==> src/rtl/rpt_pkg.sv <==
package rpt_pkg;

	// Fixed widths of the word fields
	localparam int unsigned CHANNELS_DEF = 4;
	localparam int unsigned MASK_W       = 4;
	localparam int unsigned CHAN_W       = 3;
	localparam int unsigned COUNT_W      = 16;
	localparam int unsigned LEN_W        = 16;
	localparam int unsigned TIME_W       = 32;

	// Command codes
	localparam logic CMD_TICK  = 1'b0;
	localparam logic CMD_START = 1'b1;

	// Request word
	typedef struct packed {
		logic                command;
		logic [CHAN_W-1:0]   channel;
		logic [COUNT_W-1:0]  pulse_count;
		logic [LEN_W-1:0]    on_time_ms;
		logic [LEN_W-1:0]    off_time_ms;
		logic [TIME_W-1:0]   now_ms;
	} req_word_t;

	// Response word
	typedef struct packed {
		logic [MASK_W-1:0] switch_on_mask;
		logic [MASK_W-1:0] switch_off_mask;
		logic [MASK_W-1:0] busy_mask;
	} rsp_word_t;

	// Per-channel outcome of one step
	typedef struct packed {
		logic sw_on;
		logic sw_off;
		logic busy;
	} chan_res_t;

endpackage

==> src/rtl/rpt_channel.sv <==
module rpt_channel #(
	parameter int unsigned IDX = 0
) (
	input  logic                clk,
	input  logic                arst_n,
	input  rpt_pkg::req_word_t  req_s1,
	input  logic                commit,
	output rpt_pkg::chan_res_t  res
);

	// Train control state
	logic active_q, on_phase_q;
	logic active_d, on_phase_d;

	// Train payload, only read while active
	logic [rpt_pkg::COUNT_W-1:0] left_q, left_d, left_dec;
	logic [rpt_pkg::LEN_W-1:0]   on_len_q, on_len_d;
	logic [rpt_pkg::LEN_W-1:0]   off_len_q, off_len_d;
	logic [rpt_pkg::TIME_W-1:0]  toggle_q, toggle_d;

	logic hit, start_hit, due;

	// Decode and due check
	assign hit       = (IDX < 8) && (32'(req_s1.channel) == 32'(IDX));
	assign start_hit = (req_s1.command == rpt_pkg::CMD_START) && hit
		&& (req_s1.pulse_count != '0);
	assign due       = (req_s1.command == rpt_pkg::CMD_TICK) && active_q
		&& (req_s1.now_ms >= toggle_q);
	assign left_dec  = left_q - 1'b1;

	// Next state and switch bits
	always_comb begin
		active_d   = active_q;
		on_phase_d = on_phase_q;
		left_d     = left_q;
		on_len_d   = on_len_q;
		off_len_d  = off_len_q;
		toggle_d   = toggle_q;
		res        = '0;
		if (start_hit) begin
			active_d   = 1'b1;
			on_phase_d = 1'b1;
			left_d     = req_s1.pulse_count;
			on_len_d   = req_s1.on_time_ms;
			off_len_d  = req_s1.off_time_ms;
			toggle_d   = req_s1.now_ms + rpt_pkg::TIME_W'(req_s1.on_time_ms);
			res.sw_on  = 1'b1;
		end else if (due) begin
			if (on_phase_q) begin
				// end of on phase
				on_phase_d = 1'b0;
				toggle_d   = req_s1.now_ms + rpt_pkg::TIME_W'(off_len_q);
				res.sw_off = 1'b1;
			end else begin
				// end of off phase: one pulse done
				left_d = left_dec;
				if (left_dec == '0) begin
					active_d = 1'b0;
				end else begin
					on_phase_d = 1'b1;
					toggle_d   = req_s1.now_ms + rpt_pkg::TIME_W'(on_len_q);
					res.sw_on  = 1'b1;
				end
			end
		end
		res.busy = active_d;
	end

	// Control registers
	always_ff @(posedge clk or negedge arst_n) begin
		if (!arst_n) begin
			active_q   <= 1'b0;
			on_phase_q <= 1'b0;
		end else if (commit) begin
			active_q   <= active_d;
			on_phase_q <= on_phase_d;
		end
	end

	// Payload registers
	always_ff @(posedge clk) begin
		if (commit) begin
			left_q    <= left_d;
			on_len_q  <= on_len_d;
			off_len_q <= off_len_d;
			toggle_q  <= toggle_d;
		end
	end

endmodule

==> src/rtl/relay_pulse_train_top.sv <==
// Relay pulse-train generator for CHANNELS relay channels.
// Request channel (req_valid/req_ready/req): one word per tick or start
// command. A start (command 1) switches the named relay on and times its on
// phase; a tick (command 0) advances every running train whose toggle time
// has come. Starts for a channel beyond CHANNELS or with a zero count are
// ignored.
// Response channel (rsp_valid/rsp_ready/rsp): exactly one word per request,
// in order, with the relays switched on and off in that step and the busy
// channels after it.
// Pipeline: the request word is registered on acceptance and the response
// word is registered when that request word moves on, which waits while
// the response register holds a word that has not been taken.
// Throughput is one word per cycle while the receiver takes responses; the
// channel state update in the single logic stage sets that figure.
// Reset clears all trains (nothing busy) and empties both registers.
// When the receiver stalls, the response register holds its word; the
// request register still takes one more word, and req_ready then drops
// until the response is taken.
module relay_pulse_train_top #(
	parameter int unsigned CHANNELS = rpt_pkg::CHANNELS_DEF
) (
	input  logic               clk,
	input  logic               arst_n,
	input  logic               req_valid,
	output logic               req_ready,
	input  rpt_pkg::req_word_t req,
	output logic               rsp_valid,
	input  logic               rsp_ready,
	output rpt_pkg::rsp_word_t rsp
);

	localparam int unsigned MW = (CHANNELS > rpt_pkg::MASK_W) ? CHANNELS : rpt_pkg::MASK_W;

	logic               valid_s1, valid_s2;
	rpt_pkg::req_word_t req_s1;
	rpt_pkg::rsp_word_t rsp_s2;
	logic               advance, commit;
	logic [MW-1:0]      on_mask, off_mask, busy_mask;

	// Pipeline control
	assign advance   = !valid_s2 || rsp_ready;
	assign commit    = valid_s1 && advance;
	assign req_ready = !valid_s1 || advance;

	// Per-channel train logic
	for (genvar i = 0; i < MW; i++) begin : g_ch
		if (i < CHANNELS) begin : g_live
			rpt_pkg::chan_res_t res;
			rpt_channel #(.IDX(i)) u_ch (
				.clk    (clk),
				.arst_n (arst_n),
				.req_s1 (req_s1),
				.commit (commit),
				.res    (res)
			);
			assign on_mask[i]   = res.sw_on;
			assign off_mask[i]  = res.sw_off;
			assign busy_mask[i] = res.busy;
		end else begin : g_pad
			assign on_mask[i]   = 1'b0;
			assign off_mask[i]  = 1'b0;
			assign busy_mask[i] = 1'b0;
		end
	end

	// Request register
	always_ff @(posedge clk or negedge arst_n) begin
		if (!arst_n) begin
			valid_s1 <= 1'b0;
		end else if (req_ready) begin
			valid_s1 <= req_valid;
		end
	end

	always_ff @(posedge clk) begin
		if (req_ready && req_valid) begin
			req_s1 <= req;
		end
	end

	// Response register
	always_ff @(posedge clk or negedge arst_n) begin
		if (!arst_n) begin
			valid_s2 <= 1'b0;
		end else if (advance) begin
			valid_s2 <= valid_s1;
		end
	end

	always_ff @(posedge clk) begin
		if (commit) begin
			rsp_s2.switch_on_mask  <= on_mask[rpt_pkg::MASK_W-1:0];
			rsp_s2.switch_off_mask <= off_mask[rpt_pkg::MASK_W-1:0];
			rsp_s2.busy_mask       <= busy_mask[rpt_pkg::MASK_W-1:0];
		end
	end

	assign rsp_valid = valid_s2;
	assign rsp       = rsp_s2;

	// A relay switched in a step belongs to a train busy after it
	a_switch_busy: assert property (@(posedge clk) disable iff (!arst_n)
		valid_s2 |-> ((rsp_s2.switch_on_mask & ~rsp_s2.busy_mask) == '0)
			&& ((rsp_s2.switch_off_mask & ~rsp_s2.busy_mask) == '0))
		else $error("switched relay not busy");

	// One phase change per channel per step
	a_on_off_excl: assert property (@(posedge clk) disable iff (!arst_n)
		valid_s2 |-> ((rsp_s2.switch_on_mask & rsp_s2.switch_off_mask) == '0))
		else $error("relay switched on and off in one step");

	// A word that leaves the request register lands in the response register
	a_commit_lands: assert property (@(posedge clk) disable iff (!arst_n)
		commit |=> valid_s2)
		else $error("committed word lost");

	// Back-pressure only while the request register is full
	a_ready_low: assert property (@(posedge clk) disable iff (!arst_n)
		!req_ready |-> (valid_s1 && valid_s2 && !rsp_ready))
		else $error("request stalled without cause");

endmodule
==> config.mk <==
export PLATFORM = sky130hd
export DESIGN_NAME = relay_pulse_train_top
export DESIGN_NICKNAME = d
export VERILOG_FILES = /design/src/rtl/rpt_pkg.sv /design/src/rtl/rpt_channel.sv /design/src/rtl/relay_pulse_train_top.sv
export SDC_FILE = /design/constraint.sdc
export NUM_CORES = 1
export LEC_CHECK = 0
export CAP_MARGIN = 40
export CORE_ASPECT_RATIO = 1.75
export CORE_MARGIN = 5
export CORE_UTILIZATION = 55
export DETAILED_ROUTE_END_ITERATION = 10
export DONT_BUFFER_PORTS = 1
export PLACE_DENSITY = 0.7
export SETUP_SLACK_MARGIN = 0.4
export SYNTH_ARGS = -nofsm -noshare
export SYNTH_HDL_FRONTEND = slang
export SYNTH_SLANG_ARGS = --single-unit
==> constraint.sdc <==
create_clock -name clk -period 4.9 [get_ports clk]
set_input_delay 1.47 -clock clk [delete_from_list [all_inputs] [get_ports clk]]
set_output_delay 1.47 -clock clk [all_outputs]
set_load 0.03 [all_outputs]
Word-level counts from Yosys, hierarchy flattened
Cells that the tools add are included.
Operators by class
  $add $sub $neg: 13
  magnitude comparators: 4
  eq/ne operators: 11
  muxes and demuxes: 68
  bitwise operators: 5
  reduce and logical (&&, ||, !) cells: 52
Operator list (count)
  $mux W32: 16
  $add A32 B16 Y32: 9
  $mux W16: 12
  $ge A32 B32 Y1: 4
  $logic_not A16 Y1: 4
  $sub A16 B1 Y16 const B: 4
  $mux W1: 36
  $reduce_and A3 Y1: 8
  $logic_and A1 B1 Y1: 18
  $reduce_and A2 Y1: 8
  $reduce_bool A16 Y1: 1
  $ne A3 B1 Y1 const B: 4
  $mux W2: 4
  $ne A2 B2 Y1 const B: 4
  $reduce_bool A2 Y1: 4
  $reduce_or A2 Y1: 4
  $eq A3 B2 Y1 const B: 2
  $not A1 Y1: 5
  $eq A3 B1 Y1 const B: 1
  $logic_not A3 Y1: 1
  $logic_not A1 Y1: 2
  $logic_or A1 B1 Y1: 2
Word-level totals
  flip-flop bits (word level): 426
  input port bits: 88
  output and inout bits: 14
  word-level logic and storage cells: 194

Depth between registers and ports, before layout
Gate-level depths: netlist of the first run.
  word-level depth: 6
  mapped depth: 13
  depth with buffers taken out: 12

Modules after synthesis
A second synthesis of the first run with hierarchy kept.
Unflattened totals
  cell total of the unflattened synthesis: 2288
  area, all modules: 24972.7 µm²
Modules (own cells, without submodules)
  rpt_channel at g_ch[1].g_live.u_ch ...: times used 2, cells each 559, area an instance 5550.3 µm², sequential area each 2452.4 µm²
  rpt_channel at g_ch[3].g_live.u_ch: times used 1, cells each 536, area an instance 5449.0 µm², sequential area each 2452.4 µm²
  rpt_channel at g_ch[0].g_live.u_ch: times used 1, cells each 530, area an instance 5436.5 µm², sequential area each 2452.4 µm²
  relay_pulse_train_top: times used 1, cells each 104, area an instance 2986.6 µm², sequential area each 2932.8 µm²

Worst setup path before layout of the first run
Ideal clock, no wire load.
  path kind: reg2reg
  from: reg g_ch[2].g_live.u_ch.left_q[7] (netlist bit)
  to: reg g_ch[2].g_live.u_ch.toggle_q[0] (netlist bit), enable pin
  setup time: 474 ps
  arrival: 4446 ps
  required time: 4426 ps
  slack: -20 ps
  stages on the path, launching flop included: 8
  buffers on the path: 1
  clock period less this slack: 4920 ps
  cells stage by stage: edfxtp_1 > or4_1 > or3_1 > clkbuf_1 > a211oi_1 > o32a_1 > a2111oi_2 > a221oi_1
On the way
  cells in the longest elaborated chain, start to end: 4
Ends and longest elaborated chain
  start: declaration: RTL line rpt_channel.sv:16  | logic [rpt_pkg::COUNT_W-1:0] left_q, left_d, left_dec;
  start signal: assignment: RTL line rpt_channel.sv:83  | left_q <= left_d;
  $sub A16 B1 Y16: RTL line rpt_channel.sv:29  | assign left_dec = left_q - 1'b1;
  $logic_not A16 Y1: RTL line rpt_channel.sv:57  | if (left_dec == '0) begin
  $ne A3 B1 Y1 (no line)
  $reduce_and A3 Y1 (no line)
  end signal: assignment: RTL line rpt_channel.sv:86  | toggle_q <= toggle_d;
  end: declaration: RTL line rpt_channel.sv:19  | logic [rpt_pkg::TIME_W-1:0] toggle_q, toggle_d;
No other way between the ends.
A chain may end at the register's enable or synchronous reset.

Worst setup path in the final report of the first run
  from: reg g_ch[2].g_live.u_ch.on_phase_q
  to: reg g_ch[2].g_live.u_ch.toggle_q[29] (netlist bit) (data pin)
On the way
  cells in the longest elaborated chain, start to end: 3
Ends and longest elaborated chain
  start: declaration: RTL line rpt_channel.sv:12  | logic active_q, on_phase_q;
  start signal: assignment: RTL line rpt_channel.sv:76  | on_phase_q <= on_phase_d;
  $mux W32: RTL line rpt_channel.sv:49  | if (on_phase_q) begin
  $mux W32: RTL line rpt_channel.sv:48  | end else if (due) begin
  $mux W32: RTL line rpt_channel.sv:40  | if (start_hit) begin
  via g_ch[2].g_live.u_ch.toggle_d, one bit: RTL line rpt_channel.sv:19
The timed path passes the listed nets, and every way through them passes these cells. The select of a mux whose other input is x is not followed.

==> results of run 1 <==
state kept, by name, summed over array words and instances (netlist names):
name                         cells
g_ch.g_live.u_ch.active_q        4
g_ch.g_live.u_ch.left_q         64
g_ch.g_live.u_ch.off_len_q      64
g_ch.g_live.u_ch.on_len_q       64
g_ch.g_live.u_ch.on_phase_q      4
g_ch.g_live.u_ch.toggle_q      128
req_s1                          84
rsp                             12
rsp_valid                        1
valid_s1                         1
synthesized netlist by cell type (all sizes together) (17+ instances only):
cell type and number:
o21a 17, o21ai 127, nand2b 33, edfxtp 416, a211oi 18, inv 169
clkbuf 58, nor4 20, nand4 24, nand2 164, ha 216, xnor2 112
a21o 48, a21oi 145, mux2 67, xor2 60, a31oi 20, nor2 172
nor3 55, nand3 28
critical path, cell delays in order, from the launching register on:
cell	delay, ns
dfrtp_1	0.69
buf_4	0.35
mux2_2	0.39
ha_1	0.37
a2111oi_0	0.11
o21ai_0	0.19
a41oi_1	0.18
a311oi_1	0.63
a41oi_1	0.25
a22o_1	0.34
nand2b_1	0.21
xnor2_1	0.17
per-layer routing:
| layer | vias up | GRT usage (%) | share of wire [%] |
|---|---|---|---|
| met1 | 8433 | 30.1 | 36 |
| li1 | 8181 | - | - |
| met3 | 221 | 3.05 | 4.3 |
| met2 | 590 | 47.6 | 52 |
| met4 | 0 | 16.0 | 7.2 |
| met5 | - | 0 | 0 |
final cells by class:
class | count | area share (%)
clock inverter | 23 | 1.11
clock buffer | 52 | 4.10
tap | 572 | 2.65
timing repair buffer | 54 | 1.61
multi-input combinational | 1544 | 41.0
sequential | 426 | 47.1
inverter | 171 | 2.37
what timing repair did:
item / CTS / global route
endpoints found under the hold margin: 0 / 0
setup buffers: 0 / 0
endpoints found under the setup margin: 0 / 7
gates resized for setup: 0 / 1
hold buffers: 0 / 0
cell families (layout without fill, tap and decap cells):
family	after synthesis	after routing	share of synthesized area [%]
buf+inv	240	300	3.67
xor+xnor	172	172	6.11
fa+ha+maj	221	221	11.4
flops	426	426	51.7
mux	77	77	3.47
compound gates	480	480	12.1
simple gates	594	594	11.6
power groups by stage:
| stage | Sequential, uW | Combinational [uW] | Clock [uW] |
|---|---|---|---|
| after detailed placement | 4660 | 2800 | 0 |
| after CTS | 4580 | 2820 | 3400 |
| final | 4580 | 2840 | 3350 |
| after global placement | 4640 | 2720 | 0 |
| after global routing | 4600 | 3100 | 3560 |
| after floorplan | 4510 | 2020 | 0 |
stage by stage:
stage	setup slack (ns)	utilization, %	power, uW	instance area [um^2]	hold slack (ns)
2_1_floorplan	0.569	-	6530	24700	0.457
3_3_place_gp	0.795	57.8	7360	25600	0.472
3_5_place_dp	0.649	57.9	7450	25600	0.492
4_1_cts	0.643	61.1	10800	27100	0.510
5_1_grt	0.467	61.1	11300	27100	0.548
6_report	0.706	61.1	10800	27100	0.516
layout by cell type, fill, tap and decap left out, types with 27 or more instances in the layout:
| cell type | count |
|---|---|
| inv_1 | 169 |
| edfxtp_1 | 416 |
| xor2_1 | 60 |
| a21oi_1 | 143 |
| a21o_1 | 48 |
| mux2_2 | 67 |
| nand2b_1 | 33 |
| nand3_1 | 27 |
| nor3_1 | 55 |
| ha_1 | 216 |
| buf_4 | 49 |
| o21ai_0 | 125 |
| xnor2_1 | 112 |
| nand2_1 | 164 |
| nor2_1 | 167 |
| clkbuf_16 | 43 |
worst max path at each step:
stage | from | cells after the start | slack (ns) | endpoint
2_1_floorplan | rsp_ready | 5 | 0.57 | g_ch[1].g_live.u_ch.toggle_q[0]$_DFFE_PP_
4_1_cts | g_ch[0].g_live.u_ch.on_phase_q$_DFFE_PN0P_ | 12 | 0.64 | g_ch[0].g_live.u_ch.toggle_q[27]$_DFFE_PP_
5_1_grt | g_ch[2].g_live.u_ch.on_phase_q$_DFFE_PN0P_ | 11 | 0.47 | g_ch[2].g_live.u_ch.toggle_q[29]$_DFFE_PP_
6_report | g_ch[2].g_live.u_ch.on_phase_q$_DFFE_PN0P_ | 11 | 0.71 | g_ch[2].g_live.u_ch.toggle_q[29]$_DFFE_PP_
3_5_place_dp | g_ch[0].g_live.u_ch.on_phase_q$_DFFE_PN0P_ | 12 | 0.65 | g_ch[0].g_live.u_ch.toggle_q[27]$_DFFE_PP_
3_3_place_gp | g_ch[0].g_live.u_ch.on_phase_q$_DFFE_PN0P_ | 13 | 0.79 | g_ch[0].g_live.u_ch.toggle_q[26]$_DFFE_PP_
==> flow_summary_export.csv, run 1 <==
group,metric,value,unit
status,run_status,"completed",
power_and_ir_drop,power.switching,3350,uW
die,initial_core_util,55.7,%
sta,worstMarginPinSlew,0.930,ns
sta,slew_headroom,37.9,%
setup_path,setup.worst_path.class,"reg2reg",
grt,grt_start_max_net_pins,46,
sta,setup_total_negative_slack,0,ns
power_and_ir_drop,pwr-share-comb,26.4,%
worst_hold_path,hold-path-endpoint,"g_ch[3].g_live.u_ch.off_len_q[8]$_DFFE_PP_",
die,design.die.area,0.0493,mm^2
setup_path,cp_startpoint_kind,"flip-flop",
worst_hold_path,hold_path.class,"reg2reg",
synthesis,synth_top_area_share,50.7,%
setup_path,regToRegEndpoint,"g_ch[2].g_live.u_ch.toggle_q[29]$_DFFE_PP_",
power_and_ir_drop,clock_power_share,31.1,%
synthesis,synth_edf_count,416,
worst_hold_path,worstHoldPathCells,0,
placed_design,cell_count_after_placement,2767,
cells_and_area,insertedDiodeCount,0,
synthesis,post_synth_num_cell_types,69,
synthesis,synth_area_leaders,"edfxtp_1 51%, ha_1 11%, xnor2_1 4.0%",
die,core_outline_area,0.0443,mm^2
sta,fin_crit,4.19,ns
clock_network,path_clk_slew,0.07,ns
setup_path,worst-r2r-setup-slack,0.71,ns
synthesis,synth.yosys.warnings,0,
routing,route.final.wire_length,66800,um
grt,grt_pass1_wl,102000,um
power_and_ir_drop,power_switching_share,31.1,%
synthesis,syn-cell-area,0.0247,mm^2
routing,routedWlPerCell,23.5,um
setup_path,crit-reg2reg-launch,"g_ch[2].g_live.u_ch.on_phase_q$_DFFE_PN0P_",
grt,antenna_found_initial,0,
grt,grt.total_usage,26.7,%
power_and_ir_drop,p_seq_share,42.5,%
cells_and_area,final_nets,2547,
synthesis,synth.ff_latch_count,426,
placed_design,gp_congestion,0.944,
setup_path,cp_data_required_time,5.16,ns
cells_and_area,area_growth_syn_to_layout,9.70,%
sta,number_of_endpoints_with_negative_hold_slack_in_the_final_report,0,
sta,period_share,85.6,%
sta,unrepaired_setup_endpoints_after_global_routing,"false",
clock_network,clk_latency,0.57,ns
clock_network,tritoncts,"built",
job,max-cap-violations,0,
routing,drtPass1Iterations,6,
sta,clock-skew-final,0.0294,ns
power_and_ir_drop,pwr_density_cell,398,mW/mm^2
power_and_ir_drop,power_report.internal_total,7420,uW
setup_path,crit_arrival,4.45,ns
setup_path,sort_of_element_at_the_end_of_the_critical_path,"flip-flop",
power_and_ir_drop,vdd_drop_max,0.355,mV
synthesis,ys_async_sr_fraction,2.35,%
routing,route.detailed.vias_per_inst,6.13,
synthesis,synth-seq-area-share,51.7,%
sta,fmax,238,MHz
placed_design,buffer_ports.inserted,0,
setup_path,crit_path_max_fanout,12,
sta,setup_violations,0,
die,io_pins,102,
worst_hold_path,worstHoldStart,"req_s1[40]$_DFFE_PP_",
placed_design,dpl.hpwl,49800,um
synthesis,postSynthAreaPerCell,11.2,um^2
clock_network,cts_bufs_inserted,41,
setup_path,reg2reg_depth,11,
synthesis,synth.net_count,2519,
synthesis,synth_flop_type,"edfxtp_1",
cells_and_area,drive_gt1_share,9.12,%
routing,postRouteAntennaNets,0,
clock_network,clk_root_buffer_cell,"clkbuf_16",
routing,route.vias.total,17425,
grt,global_route.overflow_total,0,
routing,drc_errors,0,
die,die_y,290,um
clock_network,max-clock-path-buffers,3,
die,die-width,170,um
sta,drv_slew,0,
cells_and_area,nFillCells,3543,
clock_network,h-tree-depth,2,
synthesis,synth_top_area_cell,"edfxtp_1",
cells_and_area,multi_input_area,0.0111,mm^2
power_and_ir_drop,p_leak,0.0103,uW
cells_and_area,seqCellArea,0.0127,mm^2
routing,initialDrtViolationCount,1430,
synthesis,synthCells,2210,
grt,via_count_of_the_first_global_routing_pass,17823,
cells_and_area,finish.cell_count_without_fillers,2842,
clock_network,cts.sink_count,426,
die,number_of_rows_created_at_floorplan,102,
(Power assumes the default switching activity.)
==> run 2: changes to the inputs <==
--- a/config.mk
+++ b/config.mk
@@ -9,9 +9,11 @@
 export CORE_ASPECT_RATIO = 1.75
 export CORE_MARGIN = 5
 export CORE_UTILIZATION = 55
+export CTS_CLUSTER_SIZE = 16
 export DETAILED_ROUTE_END_ITERATION = 10
 export DONT_BUFFER_PORTS = 1
 export PLACE_DENSITY = 0.7
+export REMOVE_ABC_BUFFERS = 1
 export SETUP_SLACK_MARGIN = 0.4
 export SYNTH_ARGS = -nofsm -noshare
 export SYNTH_HDL_FRONTEND = slang
==> run 2 against run 1 <==
Die area stayed put. Design area shrank 0.24%. Core utilization shrank 0.15 points. Non-clock buffer count increased by 5. Setup slack lost 0.0093 ns. Sequential power is essentially flat. Flip-flop and latch count unchanged. Clock-buffer cell count down 4. Register-to-register slack is essentially flat. Global-route usage is 0.61 points lower. Clock skew decreased by 0.013 ns.
==> flow_summary_export.csv, run 2 (synthesized netlist as in run 1, its figures left out) <==
group,metric,value,unit
die,core_outline_area,0.0443,mm^2
die,initial_core_util,55.7,%
setup_path,path_cells,"buf_4 -> mux2_2 -> ha_1 -> o21ai_0 -> a21oi_1 -> o41ai_1 -> nand4_1 -> a21o_1 -> o22ai_1 -> nor3_1 -> xor2_1",
power_and_ir_drop,pwr_density_cell,389,mW/mm^2
grt,via_count_of_the_first_global_routing_pass,17910,
placed_design,buffer_ports.inserted,0,
power_and_ir_drop,vdd_drop_max,0.343,mV
grt,global_route.overflow_total,0,
clock_network,clk_root_buffer_cell,"clkbuf_16",
clock_network,path_clk_slew,0.07,ns
sta,fmax,238,MHz
power_and_ir_drop,pwr-share-comb,26.9,%
clock_network,tritoncts,"built",
routing,postRouteAntennaNets,0,
sta,fin_ws,0.697,ns
power_and_ir_drop,power_report.internal_total,7220,uW
setup_path,worst-r2r-setup-slack,0.70,ns
clock_network,cts_bufs_inserted,41,
die,die_y,290,um
cells_and_area,area_growth_syn_to_layout,9.44,%
sta,slew_headroom,40.7,%
cells_and_area,most-common-layout-cells,"416 x edfxtp_1, 216 x ha_1, 169 x inv_1, 167 x nor2_1, 164 x nand2_1",
setup_path,crit_path_max_fanout,12,
worst_hold_path,worstHoldPathCells,0,
cells_and_area,final_core_util,60.9,%
sta,worstMarginPinSlew,0.880,ns
sta,worst_hold_slack,0.508,ns
clock_network,clk_latency,0.55,ns
placed_design,gp_congestion,0.948,
placed_design,cell_count_after_placement,2772,
setup_path,cp_startpoint_kind,"flip-flop",
power_and_ir_drop,power.switching,3280,uW
grt,grt.total_usage,26.1,%
die,io_pins,102,
sta,fin_crit,4.20,ns
setup_path,crit-reg2reg-launch,"g_ch[2].g_live.u_ch.on_phase_q$_DFFE_PN0P_",
routing,routedWlPerCell,23.0,um
clock_network,max-clock-path-buffers,3,
die,design.die.area,0.0493,mm^2
setup_path,regToRegEndpoint,"g_ch[2].g_live.u_ch.toggle_q[20]$_DFFE_PP_",
die,die-width,170,um
worst_hold_path,hold-path-endpoint,"g_ch[3].g_live.u_ch.off_len_q[12]$_DFFE_PP_",
setup_path,cp_data_required_time,5.18,ns
setup_path,reg2reg_depth,11,
routing,initialDrtViolationCount,1225,
clock_network,cts.sink_count,426,
grt,antenna_found_initial,1,
grt,grt_pass1_wl,99400,um
cells_and_area,drive_gt1_share,8.99,%
setup_path,critical-path-max-stage-delay,0.68,ns
placed_design,detailed_place.area,0.0257,mm^2
power_and_ir_drop,power_switching_share,31.2,%
worst_hold_path,worstHoldStart,"req_s1[44]$_DFFE_PP_",
placed_design,setup_slack_placement,0.645,ns
setup_path,crit_arrival,4.49,ns
placed_design,dpl.hpwl,49000,um
setup_path,sort_of_element_at_the_end_of_the_critical_path,"flip-flop",
power_and_ir_drop,p_seq_share,43.5,%
power_and_ir_drop,p_leak,0.0103,uW
routing,route.vias.total,17260,
sta,period_share,85.8,%
cells_and_area,final_nets,2552,
worst_hold_path,hold_path.class,"reg2reg",
setup_path,setup.worst_path.class,"reg2reg",
routing,route.final.wire_length,65300,um
sta,drv_slew,0,
cells_and_area,post_route_cell_area,0.0270,mm^2
sta,clock-skew-final,0.0167,ns
cells_and_area,registers.top_by_ff_count,"g_ch.g_live.u_ch.toggle_q",
routing,drtPass1Iterations,5,
routing,drc_errors,0,
die,number_of_rows_created_at_floorplan,102,
job,max-cap-violations,0,
sta,setup_violations,0,
sta,unrepaired_setup_endpoints_after_global_routing,"false",
clock_network,h-tree-depth,2,
power_and_ir_drop,clock_power_share,29.6,%
routing,route.detailed.vias_per_inst,6.07,
cells_and_area,finish.cell_count_without_fillers,2843,
cells_and_area,layout_commonest_cell,"edfxtp_1",
sta,number_of_endpoints_with_negative_hold_slack_in_the_final_report,0,
status,run_status,"completed",
clock_network,cts_hold_buf,0,
setup_path,cpMaxStageDelayCell,"dfrtp_1",
grt,grt_start_max_net_pins,85,
cells_and_area,number_of_flip_flops_under_the_largest_register_name,128,
cells_and_area,registers_with_the_highest_flip_flop_counts,"g_ch.g_live.u_ch.toggle_q (128), req_s1 (84)",
run 2: cell types whose count changed in the layout (fill, tap and decap cells not counted), sizes merged:
| cell | previous run | this run |
|---|---|---|
| buf | 54 | 59 |
| bufinv | 6 | 4 |
| clkbuf | 52 | 48 |
| clkinv | 11 | 14 |
| diode | 0 | 1 |
| inv | 172 | 170 |
run 2: metrics by stage:
stage | total power (uW) | setup TNS, ns
after global routing | 11000 | 0
after detailed placement | 7420 | 0
after CTS | 10500 | 0
final | 10500 | 0
after global placement | 7330 | 0
after floorplan | 6500 | -24.54
run 2: worst max path at each step:
stage,slack (ns),startpoint,depth (start not counted),end
after floorplan,-0.70,req_s1[65]$_DFFE_PP_,5,g_ch[0].g_live.u_ch.toggle_q[0]$_DFFE_PP_
final,0.70,g_ch[2].g_live.u_ch.on_phase_q$_DFFE_PN0P_,11,g_ch[2].g_live.u_ch.toggle_q[20]$_DFFE_PP_
after detailed placement,0.64,g_ch[0].g_live.u_ch.on_phase_q$_DFFE_PN0P_,11,g_ch[0].g_live.u_ch.toggle_q[26]$_DFFE_PP_
after CTS,0.63,g_ch[0].g_live.u_ch.on_phase_q$_DFFE_PN0P_,11,g_ch[0].g_live.u_ch.toggle_q[26]$_DFFE_PP_
after global placement,0.69,g_ch[0].g_live.u_ch.on_phase_q$_DFFE_PN0P_,11,g_ch[0].g_live.u_ch.toggle_q[26]$_DFFE_PP_
after global routing,0.49,g_ch[2].g_live.u_ch.on_phase_q$_DFFE_PN0P_,11,g_ch[2].g_live.u_ch.toggle_q[20]$_DFFE_PP_
run 2: timing repair:
item	4_1_cts	5_1_grt
endpoints found under the setup margin	0	10
gates resized for setup	0	1
buffers inserted	0	0
run 2: layout make-up:
cell class,count,area (um^2)
timing repair buffer,59,507
inverter,171,642
clock inverter,22,221
tap,572,716
multi-input combinational,1544,11100
antenna,1,2.50
fill,3574,17300
clock buffer,48,1050
sequential,426,12700
run 2: power by group through the flow:
stage	combinational (uW)	sequential, uW	clock (uW)
final	2820	4570	3110
after global routing	3080	4580	3300
after CTS	2790	4560	3170
after detailed placement	2780	4640	0
after global placement	2700	4630	0
after floorplan	1900	4600	0
run 2: worst max-delay path: cells and delay by family, from the launching register on:
kind                       cells  cell delay [ns]
buffers and inverters          1             0.35
xor gates and xnor gates       1             0.18
adders and majority gates      1             0.32
and+or+nand+nor                2             0.45
DFF                            1             0.68
muxes                          1             0.38
AOI/OAI and AO/OA              5             1.57
run 2: layer usage:
layer | routed length, um | GRT usage, % | share of wire, % | up-vias
li1 | - | - | - | 8193
met1 | 23200 | 28.0 | 36 | 8282
met2 | 34100 | 47.3 | 52 | 575
met3 | 3020 | 3.09 | 4.6 | 210
met4 | 4980 | 17.1 | 7.6 | 0
met5 | 0 | 0 | 0 | -
